## src/rtl/sha1rc_pkg.sv

```systemverilog
// ----------------------------------------------------------------------------
// sha1rc_pkg
// Shared types, constants and helpers for the SHA-1 chain step core.
// ----------------------------------------------------------------------------
package sha1rc_pkg;

  localparam int unsigned NumRounds = 80;
  localparam int unsigned NumDigits = 6;
  localparam int unsigned NumTargets = 5;
  localparam int unsigned CfgIdxW = 3;
  localparam int unsigned IdxW = 7;

  localparam logic [31:0] H0_INIT = 32'h67452301;
  localparam logic [31:0] H1_INIT = 32'hEFCDAB89;
  localparam logic [31:0] H2_INIT = 32'h98BADCFE;
  localparam logic [31:0] H3_INIT = 32'h10325476;
  localparam logic [31:0] H4_INIT = 32'hC3D2E1F0;

  localparam logic [31:0] K0 = 32'h5A827999;
  localparam logic [31:0] K1 = 32'h6ED9EBA1;
  localparam logic [31:0] K2 = 32'h8F1BBCDC;
  localparam logic [31:0] K3 = 32'hCA62C1D6;

  localparam logic [31:0] REDUCE_MOD = 32'd2176782336;  // 36^6
  localparam logic [31:0] DIV9_MAGIC = 32'h38E38E39;    // ceil(2^33 / 9)
  localparam logic [7:0]  CH_A = 8'h61;
  localparam logic [7:0]  CH_0 = 8'h30;

  // register indexes of the target digest words
  typedef enum logic [CfgIdxW-1:0] {
    REG_TGT0 = 3'd0,
    REG_TGT1 = 3'd1,
    REG_TGT2 = 3'd2,
    REG_TGT3 = 3'd3,
    REG_TGT4 = 3'd4
  } cfg_reg_t;

  // working state of one round stage
  typedef struct packed {
    logic [31:0]       a;
    logic [31:0]       b;
    logic [31:0]       c;
    logic [31:0]       d;
    logic [31:0]       e;
    logic [15:0][31:0] w;   // w[0] is this round's schedule word
    logic [IdxW-1:0]   idx;
  } round_t;

  function automatic logic [31:0] rotl(input logic [31:0] x, input int unsigned s);
    rotl = (x << s) | (x >> (32 - s));
  endfunction

  function automatic logic [7:0] b36_char(input logic [5:0] dig);
    b36_char = (dig < 6'd10) ? CH_0 + {2'b00, dig} : CH_A + {2'b00, dig} - 8'd10;
  endfunction

endpackage

```

## src/rtl/sha1rc_round.sv

```systemverilog
// ----------------------------------------------------------------------------
// sha1rc_round
// One registered SHA-1 round with its rolling message schedule window.
// ----------------------------------------------------------------------------
module sha1rc_round (
  input  logic                    clk,
  input  logic                    en,
  input  logic [6:0]              rnd,
  input  sha1rc_pkg::round_t      d,
  output sha1rc_pkg::round_t      q
);
  import sha1rc_pkg::*;

  logic [31:0] f;
  logic [31:0] k;
  logic [31:0] t;
  logic [31:0] w_new;
  round_t      q_nxt;
  round_t      q_r;

  always_comb begin
    if (rnd < 7'd20) begin
      f = (d.b & d.c) | (~d.b & d.d);
      k = K0;
    end else if (rnd < 7'd40) begin
      f = d.b ^ d.c ^ d.d;
      k = K1;
    end else if (rnd < 7'd60) begin
      f = (d.b & d.c) | (d.b & d.d) | (d.c & d.d);
      k = K2;
    end else begin
      f = d.b ^ d.c ^ d.d;
      k = K3;
    end
    t = rotl(d.a, 5) + f + d.e + d.w[0] + k;
    w_new = rotl(d.w[13] ^ d.w[8] ^ d.w[2] ^ d.w[0], 1);
    q_nxt.a = t;
    q_nxt.b = d.a;
    q_nxt.c = rotl(d.b, 30);
    q_nxt.d = d.c;
    q_nxt.e = d.d;
    q_nxt.w = {w_new, d.w[15:1]};
    q_nxt.idx = d.idx;
  end

  always_ff @(posedge clk) begin
    if (en) begin
      q_r <= q_nxt;
    end
  end

  assign q = q_r;

endmodule

```

## config.mk

```make
export PLATFORM = sky130hd
export DESIGN_NAME = sha1rc_round
export DESIGN_NICKNAME = d
export VERILOG_FILES = /design/src/rtl/sha1rc_pkg.sv /design/src/rtl/sha1rc_round.sv
export SDC_FILE = /design/constraint.sdc
export NUM_CORES = 1
export LEC_CHECK = 0
export ABC_AREA = 0
export BUFFER_PORTS_ARGS = -buffer_cell sky130_fd_sc_hd__buf_2
export CORE_AREA = 2 2 535 537
export CTS_BUF_LIST = sky130_fd_sc_hd__clkbuf_4 sky130_fd_sc_hd__clkbuf_8
export DETAILED_ROUTE_END_ITERATION = 12
export DIE_AREA = 0 0 537 539
export PLACE_DENSITY = 0.3
export SLEW_MARGIN = 10
export SYNTH_ARGS = -nofsm -noshare
export SYNTH_HDL_FRONTEND = slang
export SYNTH_SLANG_ARGS = --single-unit
```

## constraint.sdc

```tcl
create_clock -name clk -period 6.8 [get_ports clk]
set_input_delay 0.34 -clock clk [delete_from_list [all_inputs] [get_ports clk]]
set_output_delay 0.34 -clock clk [all_outputs]
set_load 0.01 [all_outputs]
```

# Word-level counts from Yosys, hierarchy flattened
# Index checks and enable logic that the tools add are counted.
[word_totals] reg_bits=679 input_bits=688
[op_classes] add_sub_neg=4 order_cmp=3 muxes=6 bitwise=16
[op_table] cell="two-way mux 32 bit" count=5
[op_table] cell="XOR 32 bit" count=5
[op_table] cell="adder 32 bit" count=4
[op_table] cell="AND 32 bit" count=4
[op_table] cell="bitwise OR 32 bit" count=3
[op_table] cell="inverter 32 bit" count=1
[op_table] cell="bitwise OR 32 x 1 -> 32 bit" count=1
[op_table] cell="bitwise OR 32 x 30 -> 32 bit" count=1
[op_table] cell="bitwise OR 32 x 5 -> 32 bit" count=1
[op_table] cell="two-way mux 31 bit" count=1
[op_table] cell="< comparator 7 x 6 -> 1 bit (second input constant)" count=2
[op_table] cell="< comparator 7 x 5 -> 1 bit (second input constant)" count=1

# Logic depth before layout (Yosys ltp)
[logic_depth] ltp_word=10 depth_mapped=21

# Least setup slack after synthesis
# OpenSTA, ideal clock, no wires.
[synth_path] kind="input -> register" from="in rnd[3]" to="reg q_r (netlist bit q[678]) (data pin)" setup_ps=276 arrival_ps=5146 slack_ps=1378 cell_stages=20 path_cell_list="a41oi_1 > nand2_2 > nand2_1 > clkinv_1 > a221oi_1 > fa_1 > fa_1 > fa_1 > inv_1 > ha_1 > inv_1 > fa_1 > nand2b_1 > a21o_1 > a211o_1 > nand4b_1 > and3_1 > nor2_1 > o31ai_1 > a211oi_1"
[synth_rtl] item="start: declaration" line_no="sha1rc_round.sv:8" text="input logic [6:0] rnd,"
[synth_rtl] item="end signal: assignment" line_no="sha1rc_round.sv:48" text="q_r <= q_nxt;"
[synth_rtl] item="end: declaration" line_no="sha1rc_round.sv:19" text="round_t q_r;"

==> impl_results.md <==
- NumNets Final: approximately 4600
- Mapped Nets: 2266
- Hold depth: 2
- Gpl congestion: between 0.8 and 0.9
- Max reg flops: 679
- Pre-antenna DRT Iters: 5
- Mapped Cells: approximately 1400
- Largest net degree at the start of global routing: about 150
- Min cycle time layout: 5.39 ns
- Required @ worst endpoint: ~7.5 ns
- Clock transition at path regs: approximately 0.060 ns
- YS warnings: 0
- Switching share of power: 34.1%
- Worst Setup End Kind: flip-flop
- CTS H-Tree Depth: 4
- Site Rows: 196
- Mapped Area: 26900 um2
- Max-cap violations: 0
- Crit-path max FO: 4
- Comb pwr share: around 30%
- Pleak: 20.2 nW
- Detailed Place HPWL: 162000 um
- Ys async rst share: 0%
- Clock Tree Root: clkbuf_8
- Max_slew headroom: 30.9%
- Internal cell power: 9.72 mW
- Via density per instance: 2.93
- Critical path class: input pin to flip-flop
- Resized Gates After CTS: 0
- Vias: 22400
- Routed Antenna Nets: 0
- Fin crit share: 79.3%
- Worst slew pin tran: 1.04 ns
- Layout cells sized above 1: 43.4%
- Hold_sp: d[188]
- Yosys reg bits: 679
- Yosys cell types: 52
- Reg power frac: 36.3%
- Most common cell in the netlist: edfxtp_1
- Initial antenna violation count: 112
- Iteration-0 DRC Markers: 1128
- Tightest hold margin: 0.168 ns
- Clk sinks: 679
- Main synth FF type: edfxtp_1
- Routed len/inst: 25.5 um
- Sink of the worst hold path: q[156]
- Chip width: ~540 um
- Grt total ovfl: 0
- Syn avg cell area: 18.9 um2
- First-pass GRT wire length: 245000 um
- Vias in the first global route: 24000
- DRC: 0
- Most area-hungry cell type in the Yosys netlist: edfxtp_1
- Num CTS Buffers: 157
- Sum Neg Setup Slack: 0 ns
- Post-synth top area share: 75.9%
- Seq/Total Area, Yosys: between 70% and 80%
- Full die area: 289000 um2
- Io pins: 1367
- Initial Util: about a tenth
- Crit path DAT: 6.08 ns
- Post-synth EDFFs: slightly below 700
- Fin. max-slew vios: 0
- Die Y: 539 um
- CTS max path bufs: 4
- GRT Total Usage: approximately an eighth
- Final WL: 195000 um
- Min-delay worst type: input pin to flip-flop
- RSZ-0062 raised after global routing: no
- Clk pwr share: 34.0%
- Startpoint types: input pin
- P_sw: 5.03 mW
- Top post-synthesis cells by area: edfxtp_1, fa_1, inv_1
- Status: completed
- Area Overhead vs Synth: 83.6%
- Final setup violating endpoints: 0
- CTS tree: done
- Final hold violation count: 0
- Worst vdd ir: 0.000135 V
- FMAX: ~190 MHz
- Port buffer count: approximately 1400
- Power Density: ~300 nW/um2
- Synth top cells by count: edfxtp_1, inv_1, fa_1, xnor2_1, xor2_1
- Area of the core: 284000 um2
-- through the flow --
stage	cell area, um2	setup slack (ns)	utilization, %	power [mW]	instances
2_1_floorplan	26900	1.38	-	7.54	1421
3_3_place_gp	38600	0.729	13.6	9.57	6565
3_5_place_dp	38600	0.687	13.6	9.53	6565
4_1_cts	49200	1.49	17.3	15.2	7584
5_1_grt	49300	1.32	17.4	15.7	7629
6_report	49300	1.41	17.4	14.8	7646
-- how the worst max path moves through the flow --
stage | cells past startpoint | end | slack, ns | from
floorplan | 20 | q[678] | 1.38 | rnd[3]
global route | 19 | q[678] | 1.32 | d[584]
CTS | 19 | q[678] | 1.49 | d[584]
finish | 19 | q[678] | 1.41 | d[584]
global placement | 21 | q[678] | 0.73 | rnd[5]
detailed placement | 21 | q[678] | 0.69 | rnd[5]
-- cell usage in the layout, fill, tap and decap left out, types with 31 or more instances in the layout --
| cell | n |
|---|---|
| nor2_1 | 35 |
| mux2i_1 | 31 |
| ha_1 | 37 |
| dlygate4sd3_1 | 744 |
| clkbuf_8 | 158 |
| xor2_1 | 41 |
| inv_1 | 206 |
| edfxtp_1 | 679 |
| fa_1 | 120 |
| buf_2 | 1363 |
| clkbuf_4 | 36 |
| xnor2_1 | 87 |
| clkinv_1 | 32 |
| diode_2 | 62 |
-- area by class of cell --
| cell class | count | area [um2] |
|---|---|---|
| fill | 31500 | 235000 |
| sequential | 679 | 20400 |
| timing repair buffer | 2134 | 14500 |
| multi-input combinational | 526 | 5670 |
| tap | 3762 | 4710 |
| clock buffer | 194 | 2440 |
| inverter | 208 | 781 |
| clock inverter | 81 | 641 |
| antenna | 62 | 155 |
-- power groups by stage --
stage	clock network (mW)	registers (mW)	logic (mW)
floorplan	0	5.66	1.88
CTS	5.33	5.36	4.55
global route	5.47	5.40	4.87
global placement	0	5.44	4.13
finish	5.01	5.35	4.39
detailed placement	0	5.43	4.10
-- timing repair --
action | 4_1_cts | 5_1_grt
hold buffers | 744 | 0
setup buffers | 0 | 0
endpoints found under the hold margin | 692 | 0
-- per-layer routing --
layer / track usage (%) / share of wire, % / vias up
met1: 14.9 / 40 / 11200
met4: 2.62 / 2.0 / 32
met5: 0 / 0.098 / -
met2: 22.6 / 49 / 1125
met3: 4.88 / 9.0 / 263
li1: - / - / 9829
-- logic make-up after synthesis --
kind of cell | synth area share (%)
muxes | 1.16
AOI/OAI and AO/OA | 3.47
xor gates and xnor gates | 4.21
DFF | 75.9
and+or+nand+nor | 1.58
buffers and inverters | 3.02
adders and majority gates | 10.7
-- critical path, stage by stage --
cell and delay [ns]:
dlygate4sd3_1 0.60, buf_2 0.17, fa_1 0.48, a221oi_1 0.34
fa_1 0.54, fa_1 0.56, fa_1 0.42, inv_1 0.07
ha_1 0.18, inv_1 0.07, fa_1 0.45, nand2b_1 0.18
a21o_1 0.21, a211o_1 0.34, nand4b_1 0.19, and3_1 0.21
nor2_1 0.09, o311a_1 0.34, a211oi_1 0.29
Power figures use the tool's default switching activity.
